File: src/hw/rtl/assert_macros.svh
// assertion macros for the windowed rms loudness block
// expects clk_i and rst_ni in the scope of each use
`ifndef ASSERT_MACROS_SVH
`define ASSERT_MACROS_SVH

// checked at every rising edge outside reset
`define WRL_ASSERT(lbl, prop, msg) \
  lbl: assert property (@(posedge clk_i) disable iff (!rst_ni) (prop)) else $error(msg);

// checked at every rising edge, reset included
`define WRL_ASSERT_RESET(lbl, prop, msg) \
  lbl: assert property (@(posedge clk_i) (prop)) else $error(msg);

`endif

File: src/hw/rtl/wrl_pkg.sv
// shared constants, payload types and helper functions for the loudness meter
// no dependencies
`default_nettype none

package wrl_pkg;

  // sizes
  localparam int MAX_CHANNELS = 8;
  localparam int MAX_WINDOW   = 32768;
  localparam int SAMPLE_BITS  = 24;

  localparam int CH_W    = $clog2(MAX_CHANNELS);
  localparam int CNT_W   = CH_W + 1;
  localparam int POS_W   = $clog2(MAX_WINDOW);
  localparam int WIN_W   = POS_W + 1;
  localparam int SQ_W    = 2 * SAMPLE_BITS - 1;
  localparam int SUM_W   = 61;
  localparam int TOT_W   = 64;
  localparam int QUOT_W  = 50;
  localparam int ROOT_W  = TOT_W / 2;
  localparam int REM_W   = ROOT_W + 2;
  localparam int GAIN_W  = 16;
  localparam int PROD_W  = ROOT_W + GAIN_W;
  localparam int LEVEL_W = 25;
  localparam int LEVEL_SHIFT = 23;
  localparam int DIV_CNT_W   = $clog2(TOT_W);
  localparam int RING_AW     = CH_W + POS_W;
  localparam int RING_DEPTH  = 1 << RING_AW;
  localparam int QD_W        = 2;
  localparam int QUEUE_DEPTH = 1 << QD_W;

  // arithmetic constants
  localparam logic [SUM_W-1:0]  SUM_MAX  = '1;
  localparam logic [QUOT_W-1:0] QUOT_MAX = '1;
  localparam logic [GAIN_W-1:0] GAIN_Q16 = 16'd60522;

  // register map, word index taken from paddr[2]
  localparam int PADDR_W = 3;
  localparam logic REG_WINDOW   = 1'b0;
  localparam logic REG_CHANNELS = 1'b1;
  localparam logic [WIN_W-1:0] WINDOW_RESET   = 16'd19200;
  localparam logic [CNT_W-1:0] CHANNELS_RESET = 4'd2;

  // input item
  typedef struct packed {
    logic signed [SAMPLE_BITS-1:0] sample;
    logic [CH_W-1:0]               channel;
  } in_item_t;

  // result item
  typedef struct packed {
    logic [LEVEL_W-1:0] level;
    logic               warming;
  } out_item_t;

  // classified sample between front and back
  typedef struct packed {
    logic [SQ_W-1:0] sq;
    logic [CH_W-1:0] ch;
    logic            last;
  } sq_entry_t;

  // frame job for the level unit
  typedef struct packed {
    logic [TOT_W-1:0] total;
    logic [WIN_W-1:0] win;
    logic             warming;
  } level_job_t;

  // window length with out-of-range values folded in
  function automatic logic [WIN_W-1:0] eff_window(input logic [WIN_W-1:0] wl);
    logic [WIN_W-1:0] res;
    if (wl == '0) begin
      res = WIN_W'(1);
    end else if (wl > WIN_W'(MAX_WINDOW)) begin
      res = WIN_W'(MAX_WINDOW);
    end else begin
      res = wl;
    end
    return res;
  endfunction

  // channel count with out-of-range values folded in
  function automatic logic [CNT_W-1:0] eff_channels(input logic [CNT_W-1:0] cc);
    logic [CNT_W-1:0] res;
    if (cc == '0) begin
      res = CNT_W'(1);
    end else if (cc > CNT_W'(MAX_CHANNELS)) begin
      res = CNT_W'(MAX_CHANNELS);
    end else begin
      res = cc;
    end
    return res;
  endfunction

endpackage

`default_nettype wire

File: src/hw/rtl/wrl_level.sv
// level unit: total / window by restoring division, floor root, gain scale
// depends on wrl_pkg; holds the output register toward the result channel
`default_nettype none

module wrl_level import wrl_pkg::*; (
  input  logic       clk_i,
  input  logic       rst_ni,
  input  logic       job_valid_i,
  output logic       job_ready_o,
  input  level_job_t job_i,
  output logic       out_valid_o,
  input  logic       out_ready_i,
  output out_item_t  out_data_o
);

  localparam logic [2:0] LV_IDLE = 3'd0;
  localparam logic [2:0] LV_DIV  = 3'd1;
  localparam logic [2:0] LV_PREP = 3'd2;
  localparam logic [2:0] LV_ROOT = 3'd3;
  localparam logic [2:0] LV_MUL  = 3'd4;
  localparam logic [2:0] LV_DONE = 3'd5;

  logic [2:0]           state_q, state_d;
  logic [DIV_CNT_W-1:0] cnt_q;
  logic [TOT_W-1:0]     acc_q;
  logic [REM_W-1:0]     rem_q;
  logic [ROOT_W-1:0]    root_q;
  logic [WIN_W-1:0]     win_q;
  logic                 warm_q;
  logic [PROD_W-1:0]    prod_q;
  logic                 out_valid_q;
  out_item_t            out_q;

  logic [WIN_W:0]       div_sh;
  logic                 div_ge;
  logic [WIN_W:0]       div_rem;
  logic [REM_W-1:0]     rt_sh;
  logic [REM_W-1:0]     rt_trial;
  logic                 rt_ge;
  logic                 job_fire;
  logic                 out_load;

  assign job_ready_o = state_q == LV_IDLE;
  assign job_fire    = job_valid_i && job_ready_o;
  assign out_load    = (state_q == LV_DONE) && (!out_valid_q || out_ready_i);
  assign out_valid_o = out_valid_q;
  assign out_data_o  = out_q;

  // one quotient bit per cycle
  assign div_sh  = {rem_q[WIN_W-1:0], acc_q[TOT_W-1]};
  assign div_ge  = div_sh >= {1'b0, win_q};
  assign div_rem = div_ge ? (div_sh - {1'b0, win_q}) : div_sh;

  // one root bit per cycle, radicand enters two bits at a time
  assign rt_sh    = {rem_q[ROOT_W-1:0], acc_q[TOT_W-1 -: 2]};
  assign rt_trial = {root_q, 2'b01};
  assign rt_ge    = rt_sh >= rt_trial;

  // sequencer
  always_comb begin
    state_d = state_q;
    case (state_q)
      LV_IDLE: begin
        if (job_fire) begin
          state_d = job_i.warming ? LV_DONE : LV_DIV;
        end
      end
      LV_DIV: begin
        if (cnt_q == '0) begin
          state_d = LV_PREP;
        end
      end
      LV_PREP: begin
        state_d = LV_ROOT;
      end
      LV_ROOT: begin
        if (cnt_q == '0) begin
          state_d = LV_MUL;
        end
      end
      LV_MUL: begin
        state_d = LV_DONE;
      end
      LV_DONE: begin
        if (out_load) begin
          state_d = LV_IDLE;
        end
      end
      default: begin
        state_d = LV_IDLE;
      end
    endcase
  end

  always_ff @(posedge clk_i or negedge rst_ni) begin
    if (!rst_ni) begin
      state_q     <= LV_IDLE;
      out_valid_q <= 1'b0;
    end else begin
      state_q <= state_d;
      if (out_load) begin
        out_valid_q <= 1'b1;
      end else if (out_ready_i) begin
        out_valid_q <= 1'b0;
      end
    end
  end

  // datapath
  always_ff @(posedge clk_i) begin
    case (state_q)
      LV_IDLE: begin
        if (job_fire) begin
          acc_q  <= job_i.total;
          win_q  <= job_i.win;
          warm_q <= job_i.warming;
          rem_q  <= '0;
          cnt_q  <= DIV_CNT_W'(TOT_W - 1);
          prod_q <= '0;
        end
      end
      LV_DIV: begin
        acc_q <= {acc_q[TOT_W-2:0], div_ge};
        rem_q <= REM_W'(div_rem);
        cnt_q <= cnt_q - DIV_CNT_W'(1);
      end
      LV_PREP: begin
        // clamp the quotient, then scale by 2^14 for the root
        if (|acc_q[TOT_W-1:QUOT_W]) begin
          acc_q <= {QUOT_MAX, (TOT_W-QUOT_W)'(0)};
        end else begin
          acc_q <= {acc_q[QUOT_W-1:0], (TOT_W-QUOT_W)'(0)};
        end
        rem_q  <= '0;
        root_q <= '0;
        cnt_q  <= DIV_CNT_W'(ROOT_W - 1);
      end
      LV_ROOT: begin
        acc_q  <= {acc_q[TOT_W-3:0], 2'b00};
        rem_q  <= rt_ge ? (rt_sh - rt_trial) : rt_sh;
        root_q <= {root_q[ROOT_W-2:0], rt_ge};
        cnt_q  <= cnt_q - DIV_CNT_W'(1);
      end
      LV_MUL: begin
        // root * gain stays below 2^48, so the shifted level fits without clamping
        prod_q <= root_q * GAIN_Q16;
      end
      LV_DONE: begin
        if (out_load) begin
          out_q.level   <= prod_q[LEVEL_SHIFT +: LEVEL_W];
          out_q.warming <= warm_q;
        end
      end
      default: begin
      end
    endcase
  end

endmodule

`default_nettype wire

File: config.mk
export PLATFORM = sky130hd
export DESIGN_NAME = wrl_level
export DESIGN_NICKNAME = d
export VERILOG_FILES = /design/src/hw/rtl/assert_macros.svh /design/src/hw/rtl/wrl_pkg.sv /design/src/hw/rtl/wrl_level.sv
export SDC_FILE = /design/constraint.sdc
export NUM_CORES = 1
export LEC_CHECK = 0
export ABC_AREA = 0
export BUFFER_PORTS_ARGS = -buffer_cell sky130_fd_sc_hd__buf_2
export CAP_MARGIN = 20
export CORE_ASPECT_RATIO = 2
export CORE_MARGIN = 3
export CORE_UTILIZATION = 30
export CTS_CLUSTER_DIAMETER = 120
export CTS_CLUSTER_SIZE = 25
export DETAILED_ROUTE_END_ITERATION = 8
export SLEW_MARGIN = 20
export SYNTH_ARGS = -nofsm -noshare
export SYNTH_HDL_FRONTEND = slang
export SYNTH_SLANG_ARGS = --single-unit
File: constraint.sdc
create_clock -name clk_i -period 5.75 [get_ports clk_i]
set_clock_uncertainty 0.05 [all_clocks]
set_input_delay 1.15 -clock clk_i [delete_from_list [all_inputs] [get_ports clk_i]]
set_output_delay 1.15 -clock clk_i [all_outputs]
set_load 0.02 [all_outputs]
* After elaboration in Yosys (flattened, before gate mapping) *
Cells that the tools add are included.

word-level totals
  flip-flop bits (word level) = 229
  output and inout bits = 28
  bits of input ports = 85
  word-level logic and storage cells = 65

operators by class
  reduce and logical (&&, ||, !) cells = 19
  $lt $le $gt $ge = 2
  add/sub/neg operators = 3
  $mul = 1
  equality and inequality tests = 9
  multiplexer cells = 20

operators with widths
  cell                                                  number
  case mux 64 bit (4 select lines)                      1
  two-way mux 64 bit                                    2
  case mux 32 bit (4 select lines)                      1
  case mux 48 bit (2 select lines)                      1
  two-way mux 32 bit                                    2
  case mux 32 bit (2 select lines)                      1
  two-way mux 48 bit                                    1
  multiplier 32 x 15 -> 47 bit (second input constant)  1
  greater-or-equal comparator 34 bit                    1
  subtractor 32 bit                                     1
  case mux 3 bit (6 select lines)                       1
  case mux 6 bit (3 select lines)                       1
  greater-or-equal comparator 17 x 16 -> 1 bit          1
  two-way mux 17 bit                                    1
  subtractor 17 x 16 -> 17 bit                          1
  two-way mux 3 bit                                     5
  OR reduction 14 bit                                   1
  AND reduction 2 bit                                   5
  == test 3 x 2 -> 1 bit (second input constant)        2
  == test 3 bit (second input constant)                 2
  zero test 6 bit                                       1
  two-way mux 6 bit                                     1
  inequality test 2 bit (second input constant)         3
  nonzero test 2 bit                                    3
  12 further kinds                                      14

* Depth between registers and ports, before layout *
  word-level depth = 5
  mapped depth = 23
  mapped depth without buffers = 22

* Worst setup path before layout *
No wires, ideal clock.

  path type = flip-flop to flip-flop
  start point = reg root_q[4]
  end point = reg prod_q[28], data pin
  stages on the path, launching flop included = 23
  arrival time = 5,802 ps
  library setup time = 265 ps
  path buffers = 0
  data required time = 5,435 ps
  period minus slack after synthesis = 6,117 ps
  path slack = -367 ps
  path through = edfxtp_1 inv_1 fa_1 inv_1 ha_1 xnor2_1 fa_1 fa_1 inv_1 fa_1 inv_1 fa_1 inv_1 ha_1 o21ai_0 nor2_1 nor4b_1 and3_1 o21ai_0 a21oi_1 nor2_1 and4b_1 or3_1

between the ends
  word-level cells in the longest chain between the ends = 2

RTL lines
  element                           line              RTL
  from (decl)                       wrl_level.sv:27   logic [ROOT_W-1:0] root_q;
  from (signal assigned)            wrl_level.sv:141  root_q <= {root_q[ROOT_W-2:0], rt_ge};
  multiplier 32 x 15 -> 47 bit      wrl_level.sv:146  prod_q <= root_q * GAIN_Q16;
  case mux 48 bit (2 select lines)  wrl_level.sv:111  case (state_q)
  to (signal assigned)              wrl_level.sv:146
  to (decl)                         wrl_level.sv:30   logic [PROD_W-1:0] prod_q;

Every way passes these cells.
A chain may end at the register's enable or synchronous reset.

* Worst setup path in the final report *
  start point = reg root_q[5]
  end point = reg prod_q[28], data pin

Same word-level chain as after synthesis.

==> summary.txt <==
Global routing
  – Tot GR Track Use: 0.1464
  – Pin count of the biggest net entering global routing: 65
  – Vias in the first global route: 17120
  – Grt ovf: 0
  – Antenna violations before repair: 1
  – First-pass GRT wire length: 85950 microns

Status
  – Failing checks: negative setup slack
  – Outcome: complete, but fails checks

Synthesis
  – Post-synth ARST share: 0.01942
  – Synth Flop Type: edfxtp_1
  – Netlist cell types: 74
  – Area leader, netlist: edfxtp_1
  – Syn Inst Count: 2047
  – Commonest cells in the synthesized netlist: 353 x inv_1, 259 x ha_1, 202 x edfxtp_1
  – Mux cell area share after synthesis: 0.04198
  – Syn Nets: 2570
  – Syn avg cell area: 10.13 sq um
  – Main combinational cell family by area after synthesis: adder cells
  – Register bit count reported by yosys: 206
  – Area fraction in compound gates after synthesis: 0.1328
  – Post-synthesis adder-cell area fraction: 0.3290
  – Ys Warns: 0
  – EDFF count, synth: 202
  – Synthesized cell area: 0.02074 sq mm
  – Seq/Total Area, Yosys: 0.2972
  – Xor and xnor area share after synthesis: 0.03336
  – Area contributors post-synth: edfxtp_1 29%, fa_1 17%, ha_1 16%
  – Simple-gate area share of the yosys netlist: 0.08903
  – Synth top area share: 0.2924
  – Count leader, synth: inv_1

Critical path
  – FF-to-FF Start: root_q[5]
  – Crit-path max cell delay: 0.53 ns
  – Worst setup SP type: flip-flop
  – Most Frequent Cell on Critical Path: fa_1
  – Worst path arrival time: 6.05 ns
  – Cells along the critical path: inv_2 > buf_6 > fa_1 > inv_2 > ha_4 > xnor2_4 > fa_1 > fa_1 > inv_2 > fa_1 > inv_1 > fa_1 > inv_2 > ha_4 > a211oi_2 > nor2_4 > nor4b_2 > and3_4 > o21ai_4 > a21oi_2 > nor2_2 > and4b_1 > or3_1
  – Setup crit end kind: flip-flop
  – Critical-path maximum fanout: 5
  – Slowest CP cell: fa_1
  – CP required: 5.96 ns
  – Worst setup path category: flip-flop to flip-flop
  – Worst setup startpoint: root_q[5]
  – CP bufs+invs: 6
  – Largest delay share family, worst path: adder cells

Drt
  – # DRC: 0
  – DR vias: 15580
  – Router iterations before antenna repair: 5
  – WL final: 53120 microns
  – Drt initial violations: 554
  – Detail Route Antenna Nets: 0
  – Vias per cell: 4.879
  – Post-detailed-route wirelength per cell: 16.64 microns

Timing
  – Final Max Tran Viols: 0
  – Hold Vio Cnt, Final: 0
  – Min cycle time layout: 5.836 ns
  – Setup TNS: -0.4683 ns
  – Setup violators final: 11
  – Period Utilization, post-route: 1.015
  – RSZ-0062 raised after global routing: true
  – Final WS setup: -0.08608 ns
  – Worst slew margin: 0.3244
  – Highest clock rate: 171.3 MHz
  – WHS: 0.3677 ns
  – Slew @ Worst Pin: 1.013 ns

Placement
  – Setup WS pre-CTS: -0.4187 ns
  – Routability cong.: 0.9205
  – HPWL after DPL: 43380 microns
  – Port bufs: 112

Floorplan
  – Row count: 135
  – Die outline height: 377.9 microns
  – Boundary pin count: 113
  – Die Footprint: 0.07253 sq mm
  – Initial Util: 0.3047
  – Core Region: 0.06807 sq mm
  – Die width: 191.9 microns

Clock tree
  – Clock sink count: 206
  – Clk buf depth: 3
  – H-tree Lvls: 1
  – Clock latency on the worst-skew pair: 0.51 ns
  – CTS tree: done
  – Worst-path clk slew: 0.11 ns
  – Hold Buf Count CTS: 0
  – Num CTS Buffers: 12
  – Root Driver: clkbuf_16

Finish
  – Antenna fix cells: 0
  – Final core occ: 0.3660
  – Share of cells above drive strength 1: 0.2133
  – Area Overhead vs Synth: 20.09%
  – NumNets Final: 2819

Min path
  – Hold WC Path Type: input port to asynchronous set/reset pin

Job
  – Max_cap viols: 0
worst reg2reg max path, stage by stage (launching register included):
cell	delay, ns
edfxtp_1	0.38
inv_2	0.08
buf_6	0.12
fa_1	0.51
inv_2	0.05
ha_4	0.24
xnor2_4	0.13
fa_1	0.50
fa_1	0.53
inv_2	0.04
fa_1	0.52
inv_1	0.05
fa_1	0.48
inv_2	0.04
ha_4	0.17
a211oi_2	0.29
nor2_4	0.07
nor4b_2	0.26
and3_4	0.25
o21ai_4	0.07
a21oi_2	0.16
nor2_2	0.06
and4b_1	0.20
or3_1	0.33
sequential cells by signal, summed over array words and instances (netlist names):
signal / flops
rem_q: 32
state_q: 3
acc_q: 64
cnt_q: 6
root_q: 32
out_valid_o: 1
prod_q: 25
warm_q: 1
win_q: 16
out_data_o: 26
placed cells by master (no fill, tap or decap), drive strengths merged, types with 5 or more instances in the layout:
cell,count
inv,354
nand4,15
xor2,33
a211oi,13
a21oi,103
or2,5
or3,5
o22ai,18
nand2,121
and3,15
mux2i,87
nor2b,19
o31ai,5
clkbuf,18
ha,259
a31oi,11
o21a,13
o21ai,121
nor3,30
and2,9
fa,179
nand2b,17
edfxtp,202
buf,299
o21bai,7
nor4,8
nor2,104
o211ai,60
nand3,15
a21o,47
xnor2,46
repair_timing:
| item | 4_1_cts | 5_1_grt |
|---|---|---|
| setup buffers | 32 | 11 |
| resized for setup | 107 | 51 |
| pin swaps | 109 | 71 |
| setup endpoints to repair | 20 | 23 |
| endpoints found under the hold margin | 0 | 0 |
cell type report:
type / count / area, sq um
Clock buffer: 18 / 344.1
Clock inverter: 2 / 21.27
Fill cell: 6755 / 43160
Inverter: 353 / 1325
Multi-Input combinational cell: 1424 / 13920
Sequential cell: 206 / 6170
Tap cell: 890 / 1114
Timing Repair Buffer: 299 / 2016
routing by layer:
| metal | global-route usage | vias up | wire (microns) |
|---|---|---|---|
| met5 | 0 | - | 0 |
| li1 | - | 7578 | - |
| met1 | 0.1453 | 7517 | 18530 |
| met4 | 0.07110 | 0 | 2931 |
| met3 | 0.01467 | 125 | 1781 |
| met2 | 0.2937 | 355 | 29880 |
cell families after synthesis:
family | count (synthesis)
mux | 87
flops | 206
fa+ha+maj | 438
buf+inv | 417
xor+xnor | 79
simple gates | 384
compound gates | 436
stage by stage:
stage / instance area, sq um / std cells
2_1_floorplan: 20900 / 2047
3_3_place_gp: 23460 / 3132
3_5_place_dp: 23460 / 3132
4_1_cts: 24590 / 3184
5_1_grt: 24910 / 3192
6_report: 24910 / 3192
path summary, 6_finish.rpt:
check | to | slack (ns) | cells past startpoint
worst max-delay path | prod_q[28] | -0.09 | 23
worst min-delay path | state_q[1] | 0.37 | 1
worst max register to register | prod_q[28] | -0.09 | 23
worst min register to register | out_data_o[19] | 0.38 | 0
max in group asynchronous | out_valid_o | 5.14 | 1
min in group clk_i | out_data_o[19] | 0.38 | 0
Power is not shown: default switching activity piles up to over one toggle a cycle in this logic, so the estimate is an artifact.
