===== src/hw/rtl/assert_macros.svh =====
// assertion macros for the windowed rms loudness block
// expects clk_i and rst_ni in the scope of each use
`ifndef ASSERT_MACROS_SVH
`define ASSERT_MACROS_SVH

// checked at every rising edge outside reset
`define WRL_ASSERT(lbl, prop, msg) \
  lbl: assert property (@(posedge clk_i) disable iff (!rst_ni) (prop)) else $error(msg);

// checked at every rising edge, reset included
`define WRL_ASSERT_RESET(lbl, prop, msg) \
  lbl: assert property (@(posedge clk_i) (prop)) else $error(msg);

`endif


===== src/hw/rtl/wrl_pkg.sv =====
// shared constants, payload types and helper functions for the loudness meter
// no dependencies
`default_nettype none

package wrl_pkg;

  // sizes
  localparam int MAX_CHANNELS = 8;
  localparam int MAX_WINDOW   = 32768;
  localparam int SAMPLE_BITS  = 24;

  localparam int CH_W    = $clog2(MAX_CHANNELS);
  localparam int CNT_W   = CH_W + 1;
  localparam int POS_W   = $clog2(MAX_WINDOW);
  localparam int WIN_W   = POS_W + 1;
  localparam int SQ_W    = 2 * SAMPLE_BITS - 1;
  localparam int SUM_W   = 61;
  localparam int TOT_W   = 64;
  localparam int QUOT_W  = 50;
  localparam int ROOT_W  = TOT_W / 2;
  localparam int REM_W   = ROOT_W + 2;
  localparam int GAIN_W  = 16;
  localparam int PROD_W  = ROOT_W + GAIN_W;
  localparam int LEVEL_W = 25;
  localparam int LEVEL_SHIFT = 23;
  localparam int DIV_CNT_W   = $clog2(TOT_W);
  localparam int RING_AW     = CH_W + POS_W;
  localparam int RING_DEPTH  = 1 << RING_AW;
  localparam int QD_W        = 2;
  localparam int QUEUE_DEPTH = 1 << QD_W;

  // arithmetic constants
  localparam logic [SUM_W-1:0]  SUM_MAX  = '1;
  localparam logic [QUOT_W-1:0] QUOT_MAX = '1;
  localparam logic [GAIN_W-1:0] GAIN_Q16 = 16'd60522;

  // register map, word index taken from paddr[2]
  localparam int PADDR_W = 3;
  localparam logic REG_WINDOW   = 1'b0;
  localparam logic REG_CHANNELS = 1'b1;
  localparam logic [WIN_W-1:0] WINDOW_RESET   = 16'd19200;
  localparam logic [CNT_W-1:0] CHANNELS_RESET = 4'd2;

  // input item
  typedef struct packed {
    logic signed [SAMPLE_BITS-1:0] sample;
    logic [CH_W-1:0]               channel;
  } in_item_t;

  // result item
  typedef struct packed {
    logic [LEVEL_W-1:0] level;
    logic               warming;
  } out_item_t;

  // classified sample between front and back
  typedef struct packed {
    logic [SQ_W-1:0] sq;
    logic [CH_W-1:0] ch;
    logic            last;
  } sq_entry_t;

  // frame job for the level unit
  typedef struct packed {
    logic [TOT_W-1:0] total;
    logic [WIN_W-1:0] win;
    logic             warming;
  } level_job_t;

  // window length with out-of-range values folded in
  function automatic logic [WIN_W-1:0] eff_window(input logic [WIN_W-1:0] wl);
    logic [WIN_W-1:0] res;
    if (wl == '0) begin
      res = WIN_W'(1);
    end else if (wl > WIN_W'(MAX_WINDOW)) begin
      res = WIN_W'(MAX_WINDOW);
    end else begin
      res = wl;
    end
    return res;
  endfunction

  // channel count with out-of-range values folded in
  function automatic logic [CNT_W-1:0] eff_channels(input logic [CNT_W-1:0] cc);
    logic [CNT_W-1:0] res;
    if (cc == '0) begin
      res = CNT_W'(1);
    end else if (cc > CNT_W'(MAX_CHANNELS)) begin
      res = CNT_W'(MAX_CHANNELS);
    end else begin
      res = cc;
    end
    return res;
  endfunction

endpackage

`default_nettype wire


===== src/hw/rtl/wrl_fifo.sv =====
// short queue of squared samples between front and back
// depends on wrl_pkg
`default_nettype none

module wrl_fifo import wrl_pkg::*; (
  input  logic      clk_i,
  input  logic      rst_ni,
  input  logic      push_valid_i,
  output logic      push_ready_o,
  input  sq_entry_t push_data_i,
  output logic      pop_valid_o,
  input  logic      pop_ready_i,
  output sq_entry_t pop_data_o
);

  logic [QD_W:0]   count_q, count_d;
  logic [QD_W-1:0] wr_ptr_q, rd_ptr_q;
  sq_entry_t       slot_q [QUEUE_DEPTH];
  logic            push_fire, pop_fire;

  assign push_ready_o = count_q != (QD_W+1)'(QUEUE_DEPTH);
  assign pop_valid_o  = count_q != '0;
  assign pop_data_o   = slot_q[rd_ptr_q];
  assign push_fire    = push_valid_i && push_ready_o;
  assign pop_fire     = pop_valid_o && pop_ready_i;

  // occupancy
  always_comb begin
    count_d = count_q;
    if (push_fire && !pop_fire) begin
      count_d = count_q + (QD_W+1)'(1);
    end else if (pop_fire && !push_fire) begin
      count_d = count_q - (QD_W+1)'(1);
    end
  end

  always_ff @(posedge clk_i or negedge rst_ni) begin
    if (!rst_ni) begin
      count_q  <= '0;
      wr_ptr_q <= '0;
      rd_ptr_q <= '0;
    end else begin
      count_q <= count_d;
      if (push_fire) begin
        wr_ptr_q <= wr_ptr_q + QD_W'(1);
      end
      if (pop_fire) begin
        rd_ptr_q <= rd_ptr_q + QD_W'(1);
      end
    end
  end

  // storage
  always_ff @(posedge clk_i) begin
    if (push_fire) begin
      slot_q[wr_ptr_q] <= push_data_i;
    end
  end

endmodule

`default_nettype wire


===== config.mk =====
export PLATFORM = sky130hd
export DESIGN_NAME = wrl_fifo
export DESIGN_NICKNAME = d
export VERILOG_FILES = /design/src/hw/rtl/assert_macros.svh /design/src/hw/rtl/wrl_pkg.sv /design/src/hw/rtl/wrl_fifo.sv
export SDC_FILE = /design/constraint.sdc
export NUM_CORES = 1
export LEC_CHECK = 0
export ABC_AREA = 1
export ABC_CLOCK_PERIOD_IN_PS = 4050
export BUFFER_PORTS_ARGS = -buffer_cell sky130_fd_sc_hd__buf_2
export CAP_MARGIN = 0
export CORE_MARGIN = 8
export CORE_UTILIZATION = 58
export DETAILED_ROUTE_END_ITERATION = 7
export GPL_TIMING_DRIVEN = 1
export PLACE_DENSITY = 0.91
export SYNTH_ARGS = -nofsm -noshare
export SYNTH_HDL_FRONTEND = slang
export SYNTH_SLANG_ARGS = --single-unit

===== constraint.sdc =====
create_clock -name clk_i -period 4.05 [get_ports clk_i]
set_clock_uncertainty 0.2 [all_clocks]
set_input_delay 0.6075 -clock clk_i [delete_from_list [all_inputs] [get_ports clk_i]]
set_output_delay 0.6075 -clock clk_i [all_outputs]
set_load 0.005 [all_outputs]

Yosys cells after proc, flatten, opt, wreduce, memory -nomap -nowiden --
Memory sizes are Yosys's and may differ from the RTL's. Cells that the tools add are included.
Word-level totals: output and inout port bits 53, word-level logic and storage cells 21, bits of input ports 55, RAM bits 204, memories 1, register bits after elaboration 7
Memory list:
- slot_q | words 4, bits a word 51, read ports 1, clocked after Yosys merged registers in 0, write ports 1, line wrl_fifo.sv:18 | sq_entry_t slot_q [QUEUE_DEPTH];
Cells by class: reductions and logical operators 8, equal/unequal tests 1, $add $sub $neg 4, mux-type cells 4
Operator list (number):
- 3-bit 2-to-1 mux | 2
- 2-bit by 1-bit adder with 2-bit output (second input constant) | 2
- 1-bit logical AND | 4
- 3-bit by 1-bit adder with 3-bit output (second input constant) | 1
- 3-bit != test (second input constant) | 1
- 3-bit nonzero test | 1
- 3-bit by 1-bit subtractor with 3-bit output (second input constant) | 1
- 1-bit zero test | 2
- 1-bit 2-to-1 mux | 2
- 2-bit nonzero test | 1

Longest topological paths before layout --
Gate-level depths: netlist of run 1.
depth after elaboration 6, depth in mapped cells 12, mapped depth without buffers 12

Worst setup path after synthesis of run 1 --
Ideal clock, no wire load.
path kind register to register, start point register count_q[0], end point memory slot_q[0][0] (netlist bit) (enable), slack 0.489 ns, arrival 2.901 ns, library setup time 0.460 ns, cell stages (with the launch flop) 5, period minus slack after synthesis 3.561 ns, data required time 3.390 ns, cell sequence dfrtp_1 > inv_2 > nand3_1 > nand2_1 > nor2_1
On the way: cells in the longest elaborated chain, start to end 4
Ends and longest elaborated chain:
- start: declaration | line wrl_fifo.sv:16 | logic [QD_W:0] count_q, count_d;
- start signal: assignment | line wrl_fifo.sv:43 | count_q <= count_d;
- 3-bit != test | line wrl_fifo.sv:21 | assign push_ready_o = count_q != (QD_W+1)'(QUEUE_DEPTH);
- named net push_ready_o | line wrl_fifo.sv:9 | output logic push_ready_o,
- 1-bit logical AND | line wrl_fifo.sv:24 | assign push_fire = push_valid_i && push_ready_o;
- 1-bit 2-to-1 mux | line wrl_fifo.sv:55 | if (push_fire) begin
- 1-bit 2-to-1 mux (not written as such) | line wrl_fifo.sv:56 | slot_q[wr_ptr_q] <= push_data_i;
- end: declaration | line wrl_fifo.sv:18
The timed path passes the listed nets, and every way through them passes these cells.

==> reports/metrics.cfg, run 1 <==
[outcome]
outcome=finished clean

[detailed_routing]
wl_per_cell_um=17.7
num_vias=5148
final_antenna_net_count=0
routed_wl_mm=17.2
route.detailed.drc=0
drt_iter0_markers=307
vias_per_cell=5.31
dr.pass1.iters=4

[worst_setup_path]
crit_required_ns=3.24
endpoint_kind=output pin
start_kind=flip-flop
arrival_ns=2.49
path_max_fanout=104
crit_type=flip-flop to output pin

[floorplanning]
die_h_um=140
start_util_pct=58.7
core_area_um2=15100
fp.dieW_um=140
die_area_um2=19500
ios=108
num_rows=45

[clock_tree]
clkTransAtPathRegs_ns=0.06
h-tree-depth=1
cts.repair.resized=0
clock_latency_ns=0.49
cts_hold_buffers=1
clk_path_buf_depth=3
cts_tree=built
cts_buffers=22
root_buffer=clkbuf_16
post-cts-setup-buffers=0
cts.sinks=211

[timing]
finalHoldViolations=0
setup_viol=0
whs_ns=0.125
tightest_slew_ns=0.920
rsz0062_at_grt=no
setup_tns_ns=0
slew_headroom_pct=38.7
maxSlewViolCount=0
min_period_over_period_pct=81.3
fmax_mhz=304
fin_crit_ns=3.29

[grt]
first_global_vias=5470
antenna_found_initial=1
grt_max_degree=105
grt_pass1_wl_mm=27.6
grt.overflow.total=0
grt_util_all_layers_pct=17.6

[synthesis]
synth_area_um2=8860
yosys.area.top_type=edfxtp_1
netlist_instances=654
ys_seq_area_share_pct=71.1
avgSynthCellArea_um2=13.5
synth_top_area_share_pct=69.1
synth.distinct_cells=19
syn-num-nets=715
yosysWarnings=0
synth_seq_cells=211
ys_top_cells_by_area=edfxtp_1, o211ai_2, nand2_1

[hold_path]
hold_path.class=input pin to flip-flop

[pwr]
peakVddDrop_uv=581
leakage_nw=4.24
power_density_nw_per_um2=731

[run]
cap_viol_max_count=0

[place]
hpwl_mm=10.7
gp_congestion=0.762
io_buffers=107

[cells_and_area]
n_fill_cell=1024
drive_above_1_share_pct=27.8
syn_to_final_growth_pct=16.3
multi_input_area_um2=1890
ff_latch_area_um2=6300
fin_nets=825

## routing by layer
layer / share of wire [%] / wire (um) / global-route usage, % / vias up
met5: 0.058 / 10 / 0 / -
met4: 1.8 / 308 / 4.86 / 2
met3: 6.5 / 1120 / 4.58 / 33
met2: 51 / 8780 / 31.4 / 138
met1: 40 / 6930 / 20.8 / 2489
li1: - / - / - / 2486
## placed cells by master, fill, tap and decap left out, types with 2 or more instances in the layout
cell,synthesis,routed
clkbuf_16,0,23
o211ai_2,60,60
inv_6,0,2
clkbuf_1,2,8
ha_1,5,5
buf_2,10,107
edfxtp_1,204,204
o211ai_1,42,42
clkinvlp_4,0,2
buf_12,0,5
nand3_1,7,7
nand2_1,171,171
inv_1,114,114
bufinv_16,0,3
dfrtp_1,7,6
buf_4,1,6
clkinv_2,0,2
nor2_4,0,4
inv_2,3,2
## final cells by class
| cell class | instances | share of cell area, % |
|---|---|---|
| clock buffers | 31 | 5.88 |
| diodes | 1 | 0.0243 |
| flip-flops and latches | 211 | 61.2 |
| inverters | 117 | 4.31 |
| well taps | 188 | 2.28 |
| clock inverters | 9 | 1.24 |
| multi-input cells | 293 | 18.4 |
| repair buffers | 119 | 6.70 |
## registers in the layout (all words and copies together), names as in the netlist
| signal | flops |
|---|---|
| wr_ptr_q | 2 |
| slot_q | 204 |
| count_q | 3 |
| rd_ptr_q | 2 |
## stage by stage
step / utilization [%] / setup WS [ns] / std cells / total power [mW] / instance area [um^2]
final: 68.3 / 0.757 / 969 / 7.53 / 10300
after global routing: 68.3 / 0.610 / 968 / 7.97 / 10300
after CTS: 68.3 / 0.729 / 968 / 7.61 / 10300
after detailed placement: 63.3 / 1.29 / 927 / 5.57 / 9560
after global placement: 63.3 / 1.38 / 927 / 5.46 / 9560
after floorplan: - / 0.489 / 654 / 4.77 / 8860
## synth_stat cells
library cell  number
nand3_1            7
inv_2              3
nand2_1          171
clkbuf_1           2
ha_1               5
xnor2_1            1
edfxtp_1         204
nand4_1            1
nor2_1             4
o211ai_2          60
dfrtp_1            7
fa_1               1
buf_2             10
o21ai_0            1
o211ai_1          42
buf_4              1
buf_6             16
buf_1              4
inv_1            114
## critical path, stage by stage, from the launching register on
cell and delay (ns):
dfrtp_1 0.44, inv_6 0.63, buf_4 0.43, nand2_1 0.12
o211ai_1 0.12, nand2_1 0.08, buf_2 0.14
## worst paths after layout
path,cells past startpoint,startpoint,end,slack [ns]
setup / recovery,6,rd_ptr_q[0],pop_data_o[50],0.76
hold / removal,1,push_data_i[15],slot_q[2][15],0.13
setup reg to reg,5,count_q[0],slot_q[3][40],1.60
hold reg to reg,2,count_q[2],count_q[2],0.31
max in group asynchronous,2,rst_ni,rd_ptr_q[1],3.17
min in group asynchronous,2,rst_ni,count_q[0],0.28
## power by group
| group | internal, mW | total, mW | switching, mW | leakage [nW] |
|---|---|---|---|---|
| registers | 2.88 | 3.01 | 0.134 | 1.95 |
| logic | 0.885 | 2.49 | 1.61 | 1.94 |
| clock network | 1.24 | 2.02 | 0.785 | 0.349 |
## cell families (layout without fill, tap and decap cells)
family	after synthesis	after routing	synth area share, %
compound gates	103	103	12.1
xor+xnor	1	1	0.0989
fa+ha+maj	6	6	0.932
buf+inv	150	276	7.89
flops	211	211	71.1
other cells	0	1	0
simple gates	183	183	7.88
(Power assumes the default switching activity.)
==> run 2: changes to the inputs <==
--- a/config.mk
+++ b/config.mk
@@ -6,7 +6,7 @@
 export NUM_CORES = 1
 export LEC_CHECK = 0
 export ABC_AREA = 1
-export ABC_CLOCK_PERIOD_IN_PS = 4050
+export ABC_CLOCK_PERIOD_IN_PS = 3300
 export BUFFER_PORTS_ARGS = -buffer_cell sky130_fd_sc_hd__buf_2
 export CAP_MARGIN = 0
 export CORE_MARGIN = 8
==> constraint.sdc (replaced) <==
create_clock -name clk_i -period 3.3 [get_ports clk_i]
set_clock_uncertainty 0.2 [all_clocks]
set_input_delay 0.495 -clock clk_i [delete_from_list [all_inputs] [get_ports clk_i]]
set_output_delay 0.495 -clock clk_i [all_outputs]
set_load 0.005 [all_outputs]
==> reports/metrics.cfg, run 2 (synthesis gave the netlist of run 1 again) <==
[worst_setup_path]
start_kind=flip-flop
path_max_fanout=73
crit_type=flip-flop to output pin
arrival_ns=2.22
crit_required_ns=2.60
endpoint_kind=output pin

[floorplanning]
start_util_pct=58.7
die_h_um=140
num_rows=45
fp.dieW_um=140
die_area_um2=19500
core_area_um2=15100
ios=108

[clock_tree]
clk_path_buf_depth=3
clkTransAtPathRegs_ns=0.06
h-tree-depth=1
root_buffer=clkbuf_16
cts.repair.resized=0
cts_tree=built
cts_buffers=21
clock_latency_ns=0.48
cts.sinks=211

[detailed_routing]
routed_wl_mm=16.6
route.detailed.drc=0
drt_iter0_markers=273
dr.pass1.iters=4
wl_per_cell_um=17.2
num_vias=5071
vias_per_cell=5.24
final_antenna_net_count=0

[outcome]
outcome=finished clean

[pwr]
peakVddDrop_uv=615
power_density_nw_per_um2=867
leakage_nw=4.19

[cells_and_area]
antenna_cells=0
n_fill_cell=1034
final_cell_mix=edfxtp_1, nand2_1, inv_1, buf_2, o211ai_2
largest_register=slot_q
largest_reg_flops=204
largestRegisters=slot_q (204), count_q (3)
drive_above_1_share_pct=27.6
final_core_util_pct=67.3
syn_to_final_growth_pct=14.6
mostFrequentLayoutCell=edfxtp_1
fin_nets=827

[grt]
grt_util_all_layers_pct=17.0
first_global_vias=5216
antenna_found_initial=1
grt.overflow.total=0
grt_max_degree=74
grt_pass1_wl_mm=26.6

[place]
gp_congestion=0.742
hpwl_mm=10.5
pre_cts_ws_ns=0.879
io_buffers=107

[timing]
fin_crit_ns=2.91
finalHoldViolations=0
fmax_mhz=343
setup_viol=0
tightest_slew_ns=0.606
min_period_over_period_pct=88.2
slew_headroom_pct=59.6
rsz0062_at_grt=no
maxSlewViolCount=0
setup_ws_ns=0.389

[run]
cap_viol_max_count=0

[hold_path]
hold_path.class=input pin to flip-flop

[run 2: worst paths after layout]
check	start	end	slack, ns	cells after the start
min in group asynchronous	rst_ni	count_q[0]	0.18	2
setup reg to reg	count_q[0]	count_q[2]	0.92	11
max in group asynchronous	rst_ni	rd_ptr_q[1]	2.54	2
setup / recovery	rd_ptr_q[0]	pop_data_o[30]	0.39	6
hold reg to reg	count_q[2]	count_q[2]	0.31	2
hold / removal	push_data_i[24]	slot_q[1][24]	0.03	1
[run 2: timing repair]
action,in CTS,in global routing
hold buffers,1,0
hold endpoints to repair,7,0
setup buffers,0,0
[run 2: report_power, final]
| part | switching (mW) | leakage (nW) | internal (mW) |
|---|---|---|---|
| Clock | 0.912 | 0.293 | 1.18 |
| Sequential | 0.227 | 1.95 | 3.53 |
| Combinational | 1.88 | 1.95 | 1.08 |
| Total | 3.01 | 4.19 | 5.79 |
[run 2: per-stage QoR]
step	std cells	TNS [ns]	total power, mW	area [um^2]	hold slack [ns]
5_1_grt	968	0	9.34	10200	0.0105
3_5_place_dp	930	0	6.82	9550	0.141
4_1_cts	968	0	8.91	10200	0.0110
3_3_place_gp	930	0	6.69	9550	0.142
6_report	968	0	8.80	10200	0.0265
2_1_floorplan	654	-53.24	5.85	8860	-0.000591
[run 2: worst max-delay path, cell delays in order, from the launching register on]
cell,delay [ns]
dfrtp_1,0.43
inv_6,0.45
buf_4,0.41
nand2_1,0.11
o211ai_2,0.08
nand2_1,0.10
buf_2,0.14
[run 2: area by class of cell]
| class | count | area [um^2] | area share, % |
|---|---|---|---|
| Inverter | 117 | 444 | 4.37 |
| Sequential cell | 211 | 6300 | 62.1 |
| Tap cell | 188 | 235 | 2.32 |
| Timing Repair Buffer | 122 | 688 | 6.77 |
| Clock buffer | 29 | 556 | 5.47 |
| Clock inverter | 8 | 40.0 | 0.394 |
| Multi-Input combinational cell | 293 | 1890 | 18.6 |
[run 2: per-layer routing]
metal	wire, um	GRT usage, %	vias to the layer above	share of wire, %
li1	-	-	2491	-
met1	6750	20.3	2428	41
met2	8570	30.3	125	52
met3	1030	4.14	25	6.2
met4	247	4.63	2	1.5
met5	10	0	-	0.060
==> run 3: changes to the inputs <==
--- a/config.mk
+++ b/config.mk
@@ -6,14 +6,13 @@
 export NUM_CORES = 1
 export LEC_CHECK = 0
 export ABC_AREA = 1
-export ABC_CLOCK_PERIOD_IN_PS = 3300
+export ABC_CLOCK_PERIOD_IN_PS = 2600
 export BUFFER_PORTS_ARGS = -buffer_cell sky130_fd_sc_hd__buf_2
 export CAP_MARGIN = 0
-export CORE_MARGIN = 8
-export CORE_UTILIZATION = 58
+export CORE_UTILIZATION = 52
 export DETAILED_ROUTE_END_ITERATION = 7
 export GPL_TIMING_DRIVEN = 1
-export PLACE_DENSITY = 0.91
+export PLACE_DENSITY = 0.86
 export SYNTH_ARGS = -nofsm -noshare
 export SYNTH_HDL_FRONTEND = slang
 export SYNTH_SLANG_ARGS = --single-unit
==> constraint.sdc (replaced) <==
create_clock -name clk_i -period 2.6 [get_ports clk_i]
set_clock_uncertainty 0.2 [all_clocks]
set_input_delay 0.39 -clock clk_i [delete_from_list [all_inputs] [get_ports clk_i]]
set_output_delay 0.39 -clock clk_i [all_outputs]
set_load 0.005 [all_outputs]
==> reports/metrics.cfg, run 3 (synthesis gave the netlist of run 1 again) <==
[outcome]
outcome=finished clean

[timing]
whs_ns=0.0601
tightest_slew_ns=0.457
setup_ws_ns=0.100
fmax_mhz=400
maxSlewViolCount=0
fin_crit_ns=2.50
slew_headroom_pct=69.6
setup_viol=0
finalHoldViolations=0
min_period_over_period_pct=96.1
rsz0062_at_grt=no
setup_tns_ns=0

[pwr]
power_mw=11.6
peakVddDrop_uv=632
power_density_nw_per_um2=1070
leakage_nw=4.49

[worst_setup_path]
worst_r2r_endpoint=count_q[2]
endpoint=pop_data_o[43]
r2r-start=count_q[0]
start_kind=flip-flop
reg2reg_slack_ns=0.60
crit_type=flip-flop to output pin
crit_required_ns=2.01
arrival_ns=1.91
reg2regPathDepth=10
endpoint_kind=output pin
path_max_fanout=20
crit_start=rd_ptr_q[1]

[grt]
grt_util_all_layers_pct=19.4
grt_max_degree=54
grt_pass1_wl_mm=26.5
grt.overflow.total=0
antenna_found_initial=1
first_global_vias=5323

[cells_and_area]
n_fill_cell=1189
fin_area_um2=10900
largestRegisters=slot_q (204), count_q (3)
syn_to_final_growth_pct=22.9
largest_reg_flops=204
mostFrequentLayoutCell=edfxtp_1
antenna_cells=0
stdcell_count=1060
fin_nets=889
drive_above_1_share_pct=26.5
final_core_util_pct=65.7
largest_register=slot_q
final_cell_mix=edfxtp_1, nand2_1, inv_1, buf_2, o211ai_2

[place]
pre_cts_ws_ns=0.572
gp_congestion=0.758
io_buffers=107
hpwl_mm=9.71
placed_area_um2=9680
dpl.cell_count=970

[clock_tree]
clock_latency_ns=0.50
root_buffer=clkbuf_16
cts.sinks=211
cts_tree=built
cts_buffers=22
clkTransAtPathRegs_ns=0.06
clk_path_buf_depth=3
h-tree-depth=1

[floorplanning]
core_area_um2=16600
num_rows=47
die_h_um=133
die_area_um2=17600
fp.dieW_um=133
ios=108
start_util_pct=53.4

[detailed_routing]
num_vias=5267
route.detailed.drc=0
final_antenna_net_count=0
vias_per_cell=4.97
dr.pass1.iters=4
drt_iter0_markers=306
wl_per_cell_um=15.8
routed_wl_mm=16.7

[run]
cap_viol_max_count=0

[hold_path]
hold_path.class=input pin to async pin

-- run 3: cell types whose count changed in the layout (fill, tap and decap cells not counted), sizes merged --
cell	before	now
clkinv	8	2
dlygate4sd3	1	54
bufinv	0	1
buf	121	129
clkbuf	29	33
-- run 3: where the power goes --
part	internal [mW]	total [mW]	leakage, nW	switching (mW)
sequential	4.48	4.70	1.95	0.215
clock	1.76	2.91	0.325	1.15
combinational	1.53	4.01	2.22	2.47
-- run 3: worst min path at each step --
stage                       from          to  slack [ns]  cells after the start
after floorplan           rst_ni  count_q[0]       -0.11                      0
after detailed placement  rst_ni  count_q[2]        0.04                      1
after global routing      rst_ni  count_q[0]        0.08                      2
after global placement    rst_ni  count_q[2]        0.04                      1
final                     rst_ni  count_q[2]        0.06                      2
after CTS                 rst_ni  count_q[2]        0.05                      2
-- run 3: routing by layer --
metal / vias up / wire [um] / GRT usage, %
li1: 2610 / - / -
met1: 2509 / 7050 / 23.7
met2: 121 / 8620 / 34.4
met3: 25 / 731 / 3.83
met4: 2 / 295 / 6.58
met5: - / 13 / 0
-- run 3: critical path, cell delays in order, from the launching register on --
cell and delay (ns):
dfrtp_4 0.51, inv_2 0.20, buf_4 0.32, o211ai_1 0.13, nand2_1 0.11, buf_2 0.13
-- run 3: cell type report --
type / instances / area [um^2] / area share [%]
clock inverter: 3 / 37.5 / 0.345
clock buffer: 33 / 633 / 5.81
sequential: 211 / 6300 / 57.9
tap: 220 / 275 / 2.53
inverter: 117 / 447 / 4.10
multi-input combinational: 293 / 1890 / 17.4
timing repair buffer: 183 / 1300 / 12.0
-- run 3: what timing repair did --
item / CTS / global route
hold endpoints to repair: 215 / 0
buffers inserted: 0 / 0
hold buffers: 54 / 0
gates resized for setup: 0 / 3
setup endpoints to repair: 0 / 12
